===== config.mk =====
export PLATFORM = sky130hd
export DESIGN_NAME = maximal_rectangle_row_scan
export DESIGN_NICKNAME = d
export VERILOG_FILES = /design/src/rtl/core/mrrs_pkg.sv /design/src/rtl/core/mrrs_ram.sv /design/src/rtl/core/mrrs_col_unit.sv /design/src/rtl/core/maximal_rectangle_row_scan.sv
export SDC_FILE = /design/constraint.sdc
export NUM_CORES = 1
export LEC_CHECK = 0
export BUFFER_PORTS_ARGS = -buffer_cell sky130_fd_sc_hd__buf_2
export CAP_MARGIN = 20
export CORE_ASPECT_RATIO = 1.75
export CORE_MARGIN = 2
export CORE_UTILIZATION = 45
export CTS_CLUSTER_SIZE = 10
export DETAILED_ROUTE_END_ITERATION = 7
export PLACE_DENSITY = 0.7
export SLEW_MARGIN = 20
export SYNTH_ARGS = -nofsm -noshare
export SYNTH_HDL_FRONTEND = slang
export SYNTH_SLANG_ARGS = --single-unit

===== constraint.sdc =====
create_clock -name aclk -period 5.9 [get_ports aclk]
set_clock_uncertainty 0.05 [all_clocks]
set_input_delay 0.59 -clock aclk [delete_from_list [all_inputs] [get_ports aclk]]
set_output_delay 0.59 -clock aclk [all_outputs]
set_load 0.01 [all_outputs]

===== src/rtl/core/mrrs_pkg.sv =====
// shared types and constants for the maximal rectangle row scan
package mrrs_pkg;

    localparam int GRID_COLS_DEF = 32;
    localparam int MAX_ROWS_DEF  = 4096;

    localparam int IN_ROW_W   = 32;
    localparam int CFG_W      = 6;
    localparam int OUT_ROW_W  = 13;
    localparam int OUT_COL_W  = 6;

    localparam logic [CFG_W-1:0] CFG_RESET = 6'd32;

    typedef struct packed {
        logic [IN_ROW_W-1:0] row_bits;
        logic                new_grid;
    } in_item_t;

    typedef struct packed {
        logic [OUT_ROW_W-1:0] top_row;
        logic [OUT_ROW_W-1:0] bottom_row;
        logic [OUT_COL_W-1:0] left_col;
        logic [OUT_COL_W-1:0] right_col;
        logic                 last_of_row;
    } out_item_t;

    typedef struct packed {
        logic second_pass;
        logic cell_set;
    } col_ctl_t;

endpackage


===== src/rtl/core/mrrs_ram.sv =====
// generic single write port ram with registered read
module mrrs_ram #(
    parameter int WIDTH = 8,
    parameter int DEPTH = 32
) (
    input  logic                     aclk,
    input  logic                     wr_en,
    input  logic [$clog2(DEPTH)-1:0] wr_addr,
    input  logic [WIDTH-1:0]         wr_data,
    input  logic                     rd_en,
    input  logic [$clog2(DEPTH)-1:0] rd_addr,
    output logic [WIDTH-1:0]         rd_data
);

    logic [WIDTH-1:0] mem [DEPTH];

    always_ff @(posedge aclk) begin
        if (wr_en) begin
            mem[wr_addr] <= wr_data;
        end
        if (rd_en) begin
            rd_data <= mem[rd_addr];
        end
    end

endmodule


===== src/rtl/core/mrrs_col_unit.sv =====
// per-column update unit shared by the left and right passes
module mrrs_col_unit #(
    parameter int COL_W    = 6,
    parameter int ROW_W    = 13,
    parameter int MAX_ROWS = 4096
) (
    input  mrrs_pkg::col_ctl_t ctl,
    input  logic [COL_W-1:0]   col_num,
    input  logic [COL_W-1:0]   ncol,
    input  logic [COL_W-1:0]   run_in,
    input  logic [ROW_W-1:0]   row_num,
    input  logic [ROW_W-1:0]   height_in,
    input  logic [COL_W-1:0]   left_in,
    input  logic [COL_W-1:0]   right_in,
    output logic [ROW_W-1:0]   height_out,
    output logic [COL_W-1:0]   left_out,
    output logic [COL_W-1:0]   right_out,
    output logic [COL_W-1:0]   run_out,
    output logic               emit,
    output logic [ROW_W-1:0]   top_out
);

    always_comb begin
        height_out = height_in;
        left_out   = left_in;
        right_out  = right_in;
        run_out    = run_in;
        emit       = 1'b0;
        if (!ctl.second_pass) begin
            if (ctl.cell_set) begin
                if (height_in < ROW_W'(MAX_ROWS)) begin
                    height_out = height_in + ROW_W'(1);
                end
                if (left_in < run_in) begin
                    left_out = run_in;
                end
            end else begin
                height_out = '0;
                left_out   = COL_W'(1);
                run_out    = col_num + COL_W'(1);
            end
        end else begin
            if (ctl.cell_set) begin
                if (right_in > run_in) begin
                    right_out = run_in;
                end
                emit = (right_out >= left_in);
            end else begin
                run_out   = col_num - COL_W'(1);
                right_out = ncol;
            end
        end
    end

    // top row clamps to 1 if the run is taller than the row count
    always_comb begin
        if (height_in > row_num) begin
            top_out = ROW_W'(1);
        end else begin
            top_out = row_num - height_in + ROW_W'(1);
        end
    end

endmodule


===== src/rtl/core/maximal_rectangle_row_scan.sv =====
// Row-by-row maximal rectangle scan. Each accepted item is one grid row; the block walks the
// columns in use (c, from cols_in_use clamped to 1..GRID_COLS) twice through one shared column
// unit and one column store: a left-to-right pass updating heights and left bounds, then a
// right-to-left pass updating right bounds and emitting one rectangle per set cell, the last one
// flagged. The store has one read and one write port. A final state after the right pass hands
// over the flagged result, and s_ready stays low from each accepted item until that hand-over;
// a stalled result channel pauses the right pass and the hand-over. s_ready is high only between
// rows. new_grid clears the store through per-column valid bits in the same cycle, so no clearing
// pass follows reset.
module maximal_rectangle_row_scan #(
    parameter int GRID_COLS = mrrs_pkg::GRID_COLS_DEF,
    parameter int MAX_ROWS  = mrrs_pkg::MAX_ROWS_DEF
) (
    input  logic                             aclk,
    input  logic                             aresetn,
    input  logic                             s_valid,
    output logic                             s_ready,
    input  mrrs_pkg::in_item_t               s_data,
    output logic                             m_valid,
    input  logic                             m_ready,
    output mrrs_pkg::out_item_t              m_data,
    input  logic                             cfg_wr_en,
    input  logic [mrrs_pkg::CFG_W-1:0]       cfg_wr_data
);

    localparam int CW = $clog2(GRID_COLS + 1);
    localparam int AW = $clog2(GRID_COLS);
    localparam int RW = $clog2(MAX_ROWS + 1);
    localparam int EW = RW + 2 * CW;
    localparam int CLR_RESET_I = (GRID_COLS < 32) ? GRID_COLS : 32;
    localparam logic [CW-1:0] CLR_RESET = CW'(CLR_RESET_I);

    typedef enum logic [1:0] {
        ST_IDLE,
        ST_PASS1,
        ST_PASS2,
        ST_FLUSH
    } state_t;

    state_t                     state_reg;
    logic [mrrs_pkg::CFG_W-1:0] cols_in_use_reg;
    logic [GRID_COLS-1:0]       row_reg;
    logic [CW-1:0]              ncol_reg;
    logic [CW-1:0]              clr_c_reg;
    logic [RW-1:0]              row_cnt_reg;
    logic [GRID_COLS-1:0]       vld_reg;
    logic [AW-1:0]              iss_idx_reg;
    logic                       iss_done_reg;
    logic                       s1_vld_reg;
    logic [AW-1:0]              s1_idx_reg;
    logic                       s1_ent_vld_reg;
    logic [CW-1:0]              run_reg;
    logic                       hold_vld_reg;
    mrrs_pkg::out_item_t        hold_reg;
    logic                       m_valid_reg;
    mrrs_pkg::out_item_t        m_data_reg;

    logic [CW-1:0]        eff_cols;
    logic [GRID_COLS-1:0] row_ext;
    logic                 in_fire;
    logic                 p2;
    logic                 m_free;
    logic                 m_load;
    logic                 stall;
    logic                 adv;
    logic                 issue;
    logic                 wr_en;
    logic [AW-1:0]        last_idx;
    logic [EW-1:0]        rd_data;
    logic [RW-1:0]        ent_h;
    logic [CW-1:0]        ent_l;
    logic [CW-1:0]        ent_r;
    mrrs_pkg::col_ctl_t   cu_ctl;
    logic [RW-1:0]        cu_height;
    logic [CW-1:0]        cu_left;
    logic [CW-1:0]        cu_right;
    logic [CW-1:0]        cu_run;
    logic                 cu_emit;
    logic [RW-1:0]        cu_top;
    mrrs_pkg::out_item_t  new_item;
    mrrs_pkg::out_item_t  hold_last;

    always_comb begin
        if (cols_in_use_reg == '0) begin
            eff_cols = CW'(1);
        end else if (int'(cols_in_use_reg) > GRID_COLS) begin
            eff_cols = CW'(GRID_COLS);
        end else begin
            eff_cols = CW'(cols_in_use_reg);
        end
    end

    assign row_ext = GRID_COLS'({{GRID_COLS{1'b0}}, s_data.row_bits});

    assign in_fire  = s_valid && s_ready;
    assign p2       = (state_reg == ST_PASS2);
    assign m_free   = !m_valid_reg || m_ready;
    assign stall    = p2 && s1_vld_reg && cu_emit && hold_vld_reg && !m_free;
    assign adv      = !stall;
    assign issue    = ((state_reg == ST_PASS1) || p2) && !iss_done_reg;
    assign wr_en    = s1_vld_reg && adv;
    assign last_idx = p2 ? '0 : AW'(ncol_reg - CW'(1));
    assign m_load   = (wr_en && p2 && cu_emit && hold_vld_reg)
                      || ((state_reg == ST_FLUSH) && hold_vld_reg && m_free);

    // entries not written since the last clear read as the cleared value
    assign ent_h = s1_ent_vld_reg ? rd_data[EW-1 -: RW] : '0;
    assign ent_l = s1_ent_vld_reg ? rd_data[2*CW-1 -: CW] : '0;
    assign ent_r = s1_ent_vld_reg ? rd_data[CW-1:0] : clr_c_reg;

    assign cu_ctl.second_pass = p2;
    assign cu_ctl.cell_set    = row_reg[s1_idx_reg];

    mrrs_ram #(
        .WIDTH(EW),
        .DEPTH(GRID_COLS)
    ) u_store (
        .aclk   (aclk),
        .wr_en  (wr_en),
        .wr_addr(s1_idx_reg),
        .wr_data({cu_height, cu_left, cu_right}),
        .rd_en  (adv),
        .rd_addr(iss_idx_reg),
        .rd_data(rd_data)
    );

    mrrs_col_unit #(
        .COL_W   (CW),
        .ROW_W   (RW),
        .MAX_ROWS(MAX_ROWS)
    ) u_col (
        .ctl       (cu_ctl),
        .col_num   (CW'(s1_idx_reg) + CW'(1)),
        .ncol      (ncol_reg),
        .run_in    (run_reg),
        .row_num   (row_cnt_reg),
        .height_in (ent_h),
        .left_in   (ent_l),
        .right_in  (ent_r),
        .height_out(cu_height),
        .left_out  (cu_left),
        .right_out (cu_right),
        .run_out   (cu_run),
        .emit      (cu_emit),
        .top_out   (cu_top)
    );

    always_comb begin
        new_item.top_row     = mrrs_pkg::OUT_ROW_W'(cu_top);
        new_item.bottom_row  = mrrs_pkg::OUT_ROW_W'(row_cnt_reg);
        new_item.left_col    = mrrs_pkg::OUT_COL_W'(ent_l);
        new_item.right_col   = mrrs_pkg::OUT_COL_W'(cu_right);
        new_item.last_of_row = 1'b0;
        hold_last             = hold_reg;
        hold_last.last_of_row = 1'b1;
    end

    always_ff @(posedge aclk) begin
        if (!aresetn) begin
            state_reg       <= ST_IDLE;
            cols_in_use_reg <= mrrs_pkg::CFG_RESET;
            clr_c_reg       <= CLR_RESET;
            row_cnt_reg     <= '0;
            vld_reg         <= '0;
            iss_done_reg    <= 1'b1;
            s1_vld_reg      <= 1'b0;
            hold_vld_reg    <= 1'b0;
            m_valid_reg     <= 1'b0;
        end else begin
            if (cfg_wr_en) begin
                cols_in_use_reg <= cfg_wr_data;
            end

            if (adv) begin
                s1_vld_reg     <= issue;
                s1_idx_reg     <= iss_idx_reg;
                s1_ent_vld_reg <= vld_reg[iss_idx_reg];
            end

            if (wr_en) begin
                vld_reg[s1_idx_reg] <= 1'b1;
                run_reg             <= cu_run;
            end

            if (issue && adv) begin
                if (iss_idx_reg == last_idx) begin
                    iss_done_reg <= 1'b1;
                end else if (p2) begin
                    iss_idx_reg <= iss_idx_reg - AW'(1);
                end else begin
                    iss_idx_reg <= iss_idx_reg + AW'(1);
                end
            end

            if (m_load) begin
                m_valid_reg <= 1'b1;
            end else if (m_ready) begin
                m_valid_reg <= 1'b0;
            end

            // one result waits in hold so the row's final item can be flagged
            if (wr_en && p2 && cu_emit) begin
                if (hold_vld_reg) begin
                    m_data_reg <= hold_reg;
                end
                hold_reg     <= new_item;
                hold_vld_reg <= 1'b1;
            end

            case (state_reg)
                ST_IDLE: begin
                    if (in_fire) begin
                        row_reg  <= row_ext;
                        ncol_reg <= eff_cols;
                        if (s_data.new_grid) begin
                            vld_reg     <= '0;
                            clr_c_reg   <= eff_cols;
                            row_cnt_reg <= RW'(1);
                        end else if (row_cnt_reg < RW'(MAX_ROWS)) begin
                            row_cnt_reg <= row_cnt_reg + RW'(1);
                        end
                        iss_idx_reg  <= '0;
                        iss_done_reg <= 1'b0;
                        run_reg      <= CW'(1);
                        state_reg    <= ST_PASS1;
                    end
                end
                ST_PASS1: begin
                    // wait for the last write before reading back from the right end
                    if (iss_done_reg && !s1_vld_reg) begin
                        iss_idx_reg  <= AW'(ncol_reg - CW'(1));
                        iss_done_reg <= 1'b0;
                        run_reg      <= ncol_reg;
                        state_reg    <= ST_PASS2;
                    end
                end
                ST_PASS2: begin
                    if (iss_done_reg && !s1_vld_reg) begin
                        state_reg <= ST_FLUSH;
                    end
                end
                ST_FLUSH: begin
                    if (!hold_vld_reg) begin
                        state_reg <= ST_IDLE;
                    end else if (m_free) begin
                        m_data_reg   <= hold_last;
                        hold_vld_reg <= 1'b0;
                        state_reg    <= ST_IDLE;
                    end
                end
                default: begin
                    state_reg <= ST_IDLE;
                end
            endcase
        end
    end

    assign s_ready = (state_reg == ST_IDLE);
    assign m_valid = m_valid_reg;
    assign m_data  = m_data_reg;

endmodule


==> flow_summary.toml, run 1 <==
[cells_and_area]
fillers = 7026
finalNetCount = 2402
final_common_cell = "edfxtp_1"
largest_register_ffs = 800
regArea_um2 = 30000
final_cell_mix = "edfxtp_1 (957), mux4_2 (263), clkbuf_16 (114)"
final_util = 0.5201
drive_gt1_frac = 0.2821
multi_input_area_um2 = 11250
area_growth_pct = 14.88

[global_routing]
grt_antenna_before_repair = 3
grt_start_max_net_pins = 81
grt_pass1_wl_um = 153100
grt_overflow_total = 0
grtUsageTotal = 0.2302
grt_pass1_vias = 21890

[synthesis]
synthTopCellsByArea = "edfxtp_1 (69%), mux4_2 (14%), dfxtp_1 (3.0%)"
yosys.area.top_type_share = 0.6930
synth_cell_type_count = 75
synth_seq_area_share = 0.7234
synth_nets = 2207
synth_top_family_by_area = "multiplexers"
netlist_area_um2 = 41470
synthMuxAreaShare = 0.1695
syn_inst = 2095
syn_avg_cell_area_um2 = 19.79
synth_top_area_cell = "edfxtp_1"
synth_compound_area_frac = 0.02731
synth_edf_count = 957
synth_flop_cell = "edfxtp_1"
synth_fa_ha_area_frac = 0.02106
synth-simple-area-share = 0.03370
synth_xor_area_frac = 0.008841
async_reset_ff_frac = 0
yosys_warnings = 0
synth-seq-cells = 1020

[worst_hold_path]
hp-class = "in2reg"

[worst_setup_path]
start_kind = "register"
critical_path_required_ns = 6.16
cp_data_arrival_time_ns = 5.53
end_kind = "register"
crit_fanout = 26
worst-setup-path-type = "reg2reg"

[timing]
max_freq_mhz = 189.9
period_needed_ns = 5.265
worstMarginPinSlew_ns = 1.157
drv_slew = 0
worst_hold_slack_ns = 0.05531
final-hold-violation-count = 0
slew_headroom = 0.2284
finalSetupViolCount = 0
rsz0062_at_grt = "no"
fin_setup_tns_ns = 0
min_period_over_period = 0.8924

[pwr]
power_frac_seq = 0.409
peakVddDrop_v = 0.0003261
power_leakage_nw = 15.61
p_clk_frac = 0.278
combPwrFrac = 0.313
power.density_nw_per_um2 = 474.7
p_sw_frac = 0.3232
power.internal_w = 0.01531
netSwitchingPower_w = 0.007309

[floorplanning]
rows = 147
fp.dieArea_um2 = 94690
start_util = 0.4527
die_y_um = 405.6
core_um2 = 91600
ios = 85
dieWidth_um = 233.5

[clock_tree]
clock_latency_ns = 0.71
ctsResizeCount = 0
cts_hold_buf = 32
cts_tree = "built"
cts_made_buffers = 112
cts_num_sinks = 1020
clk_pin_slew_ns = 0.06
htreeDepth = 3
cts-root-buf = "clkbuf_16"
cts.path.max_buffers = 3
cts_setup_buffers = 0

[detailed_routing]
vias = 21170
post-route-drc-count = 0
via_per_inst = 5.933
antenna_left = 0
finalWirelength_um = 107500
dr.pass1.iters = 5
avgRoutedWirePerCell_um = 30.13
drt-initial-drc-count = 2136

[place]
port_buffers = 84
dp_hpwl_um = 71910
place.gp.congestion = 0.9316

[status]
outcome = "complete, no violations"

[job]
cap_violations = 0
[synth_stat cells, drive strengths merged, types with 9 or more instances]
master	n
xor2	9
nand3	24
buf	41
o21a	38
clkbuf	55
ha	65
and3	11
nor2b	19
xnor2	32
o21ai	25
nor2	97
nand2	63
dfxtp	63
mux2	73
mux4	263
edfxtp	957
inv	58
a21oi	39
o22ai	15
nand4	10
nor3	17
mux2i	25
a21o	9
[critical path, stage by stage, from the launching register on]
cell,delay [ns]
edfxtp_1,0.53
buf_4,0.30
mux2_2,0.40
ha_1,0.31
o21a_1,0.13
o21ai_0,0.07
a21oi_1,0.46
buf_4,0.24
nor2_1,0.05
a21oi_1,0.16
ha_1,0.27
a21oi_1,0.17
o21ai_0,0.13
a31o_2,0.29
nand4_1,0.21
nand3_1,0.12
buf_4,0.26
nor2_4,0.67
[final cells by class]
class,count,share of cell area
sequential,1020,0.6297
multi-input combinational,919,0.2361
clock buffer,193,0.06611
tap,1192,0.03131
timing repair buffer,177,0.02999
inverter,60,0.004728
clock inverter,6,0.001996
antenna,1,0.00005253
[logic make-up (layout without fill, tap and decap cells)]
| kind of cell | after synthesis | count (layout) |
|---|---|---|
| AO/OA/AOI/OAI | 167 | 167 |
| adder cells (fa/ha/maj) | 68 | 68 |
| flip-flops | 1020 | 1020 |
| AND/OR/NAND/NOR | 282 | 282 |
| buffers and inverters | 156 | 436 |
| other | 0 | 1 |
| XOR/XNOR | 41 | 41 |
| multiplexers | 361 | 361 |
[metrics by stage]
| step | worst slack [ns] | power, W | cell area (µm²) | cells |
|---|---|---|---|---|
| after global placement | 0.7281 | 0.01622 | 43970 | 3331 |
| after detailed placement | 0.7301 | 0.01639 | 43990 | 3332 |
| final | 0.6349 | 0.02262 | 47640 | 3568 |
| after global routing | 0.2893 | 0.02332 | 47640 | 3567 |
| after CTS | 0.6817 | 0.02263 | 47560 | 3563 |
| after floorplan | 0.6508 | 0.01347 | 41470 | 2095 |
[power groups by stage]
| stage | sequential, W | clock [W] | combinational [W] |
|---|---|---|---|
| after floorplan | 0.00927 | 0 | 0.00419 |
| after global placement | 0.00938 | 0 | 0.00684 |
| after detailed placement | 0.00940 | 0 | 0.00699 |
| after CTS | 0.00925 | 0.00636 | 0.00702 |
| after global routing | 0.00927 | 0.00665 | 0.00740 |
| final | 0.00925 | 0.00628 | 0.00709 |
[routing by layer]
| layer | vias to the layer above | GRT usage | share of wire |
|---|---|---|---|
| met3 | 253 | 0.03792 | 0.061 |
| met5 | - | 0 | 0.00010 |
| met1 | 11030 | 0.2503 | 0.33 |
| li1 | 8899 | - | - |
| met4 | 2 | 0.1679 | 0.082 |
| met2 | 982 | 0.4032 | 0.52 |
[final timing paths]
check        cells past startpoint            from  slack, ns                 end
min reg2reg                      1     vld_reg[10]       0.41         vld_reg[10]
max                             17  s1_ent_vld_reg       0.63  u_store.mem[14][6]
min                              3  cfg_wr_data[5]       0.06  cols_in_use_reg[5]
max reg2reg                     17  s1_ent_vld_reg       0.63  u_store.mem[14][6]
(Power assumes the default switching activity.)
==> inputs of run 2 (changes only) <==
Settings changed: CTS_BUF_LIST from default to sky130_fd_sc_hd__clkbuf_4.
==> run 2 against run 1 <==
  * Routed wire length grew 0.11%
  * Count of clock-buffer cells in the layout grew 130
  * Cell count grew 6.2%
  * Sequential power about the same
  * Global-route usage grew 0.13 points
  * Worst setup slack got worse by 0.014 ns
  * Combinational power is essentially flat
  * Total power fell by 4.2%
  * Fmax fell by 0.26%
  * Worst hold slack better by 0.068 ns
  * Non-clock buffer count rose by 17
  * Highest routed layer unchanged
==> flow_summary.toml, run 2 (synthesis gave the netlist of run 1 again) <==
[status]
outcome = "complete, no violations"

[timing]
fin_setup_tns_ns = 0
rsz0062_at_grt = "no"
slew_headroom = 0.2291
min_period_over_period = 0.8947
final-hold-violation-count = 0
period_needed_ns = 5.279
finalSetupViolCount = 0
max_freq_mhz = 189.4
worstMarginPinSlew_ns = 1.156
drv_slew = 0

[clock_tree]
htreeDepth = 4
cts_made_buffers = 213
cts_tree = "built"
cts_setup_buffers = 0
cts_num_sinks = 1020
clk_pin_slew_ns = 0.07
clock_latency_ns = 1.17
cts-root-buf = "clkbuf_4"
cts.path.max_buffers = 3

[pwr]
power.density_nw_per_um2 = 456.8
power_leakage_nw = 15.82
finalPower_w = 0.02167
peakVddDrop_v = 0.0003207

[worst_setup_path]
start_kind = "register"
path_cells = "buf_4, mux2_2, ha_1, o21a_1, o21ai_0, a21oi_1, buf_4, nor2_1, a21oi_1, ha_1, a21oi_1, o21ai_0, a31o_2, nand4_1, nand3_1, buf_4, nor2_4"
r2r_cells = 17
r2r-end = "u_store.mem[6][8]"
worst-setup-path-type = "reg2reg"
r2r_start = "s1_ent_vld_reg"
end_kind = "register"
cp_data_arrival_time_ns = 5.95
worst_path_largest_cell_delay_ns = 0.66
critical_path_required_ns = 6.57
worst_path_max_delay_cell = "nor2_4"
crit_fanout = 26
rrSetupSlack_ns = 0.62

[global_routing]
use_met1 = 0.2446
grt_pass1_wl_um = 153600
grt_pass1_vias = 22820
grt_antenna_before_repair = 8
grt_overflow_total = 0
use_met3 = 0.04782
busiest_layer = "met2"
grt_start_max_net_pins = 81
grtUsageTotal = 0.2315
grt_use_met2 = 0.4055

[floorplanning]
core_um2 = 91600
ios = 85
rows = 147
start_util = 0.4527
die_y_um = 405.6
dieWidth_um = 233.5
fp.dieArea_um2 = 94690

[place]
port_buffers = 84
place_area_um2 = 43990
dp_hpwl_um = 71910
place.gp.congestion = 0.9316

[cells_and_area]
multi_input_area_um2 = 11250
fillers = 7112
final_cell_mix = "edfxtp_1 (957), clkbuf_4 (323), mux4_2 (263)"
area_growth_pct = 14.37
design_area_um2 = 47430
finalNetCount = 2520
final_common_cell = "edfxtp_1"
drive_gt1_frac = 0.3465
regArea_um2 = 30000
largest_register_ffs = 800

[detailed_routing]
finalWirelength_um = 107600
vias = 21830
antenna_left = 0
via_per_inst = 5.762
dr.pass1.iters = 5
post-route-drc-count = 0
drt-initial-drc-count = 2068
avgRoutedWirePerCell_um = 28.41

[worst_hold_path]
hold_end = "row_reg[15]"
min_delay_path_depth = 2
hp-class = "in2reg"
hp-start = "s_data[16]"

[job]
cap_violations = 0
-- run 2: cell count changes in the layout (fill, tap and decap cells not counted), sizes merged --
cell,delta
bufinv,+4
clkinv,+52
diode,+9
dlygate4sd3,+17
clkbuf,+130
clkinvlp,+3
inv,+5
-- run 2: how the worst max path moves through the flow --
| stage | end | cells after the start | startpoint | slack (ns) |
|---|---|---|---|---|
| floorplan | hold_last[10] | 16 | s1_ent_vld_reg | 0.65 |
| global placement | u_store.mem[6][0] | 16 | s1_ent_vld_reg | 0.73 |
| detailed placement | u_store.mem[8][22] | 17 | s1_ent_vld_reg | 0.73 |
| CTS | u_store.mem[6][23] | 17 | s1_ent_vld_reg | 0.65 |
| global route | u_store.mem[6][8] | 17 | s1_ent_vld_reg | 0.27 |
| finish | u_store.mem[6][8] | 17 | s1_ent_vld_reg | 0.62 |
-- run 2: worst max-delay path, delay by kind of cell, from the launching register on --
| family | cells | cell delay, ns |
|---|---|---|
| fa+ha+maj | 2 | 0.58 |
| buf+inv | 3 | 0.80 |
| simple gates | 4 | 1.03 |
| compound gates | 7 | 1.44 |
| mux | 1 | 0.40 |
| flops | 1 | 0.54 |
-- run 2: final cells by class --
cell class,instances,area share
Inverter,60,0.004749
Timing Repair Buffer,194,0.03398
Clock buffer,323,0.05113
Multi-Input combinational cell,919,0.2371
Antenna cell,10,0.0005276
Tap cell,1192,0.03145
Clock inverter,70,0.008495
Sequential cell,1020,0.6325
-- run 2: power by group --
group / leakage (nW) / switching [W] / internal, W
clock: 1.68 / 0.00264 / 0.00268
sequential: 9.34 / 0.000233 / 0.00900
combinational: 4.80 / 0.00439 / 0.00272
total: 15.8 / 0.00726 / 0.0144
-- run 2: metal layers --
layer,vias up,part of all wire,wire length [µm]
met1,11240,0.33,35780
met4,4,0.080,8641
met2,993,0.53,56620
met3,271,0.061,6530
met5,-,0.00025,27
li1,9319,-,-
-- run 2: through the flow --
step                      utilization  hold slack [ns]  std cells  setup WS [ns]
after floorplan                     -           0.3854       2095         0.6508
after global placement         0.4800           0.3912       3331         0.7281
after detailed placement       0.4803           0.4028       3332         0.7301
after CTS                      0.5165         0.007966       3774         0.6515
after global routing           0.5176          0.03392       3782         0.2742
final                          0.5178           0.1237       3788         0.6212
-- run 2: repair_timing --
action / CTS / global route
hold endpoints to repair: 51 / 0
gates resized for setup: 0 / 0
setup endpoints to repair: 0 / 0
hold buffers: 49 / 0
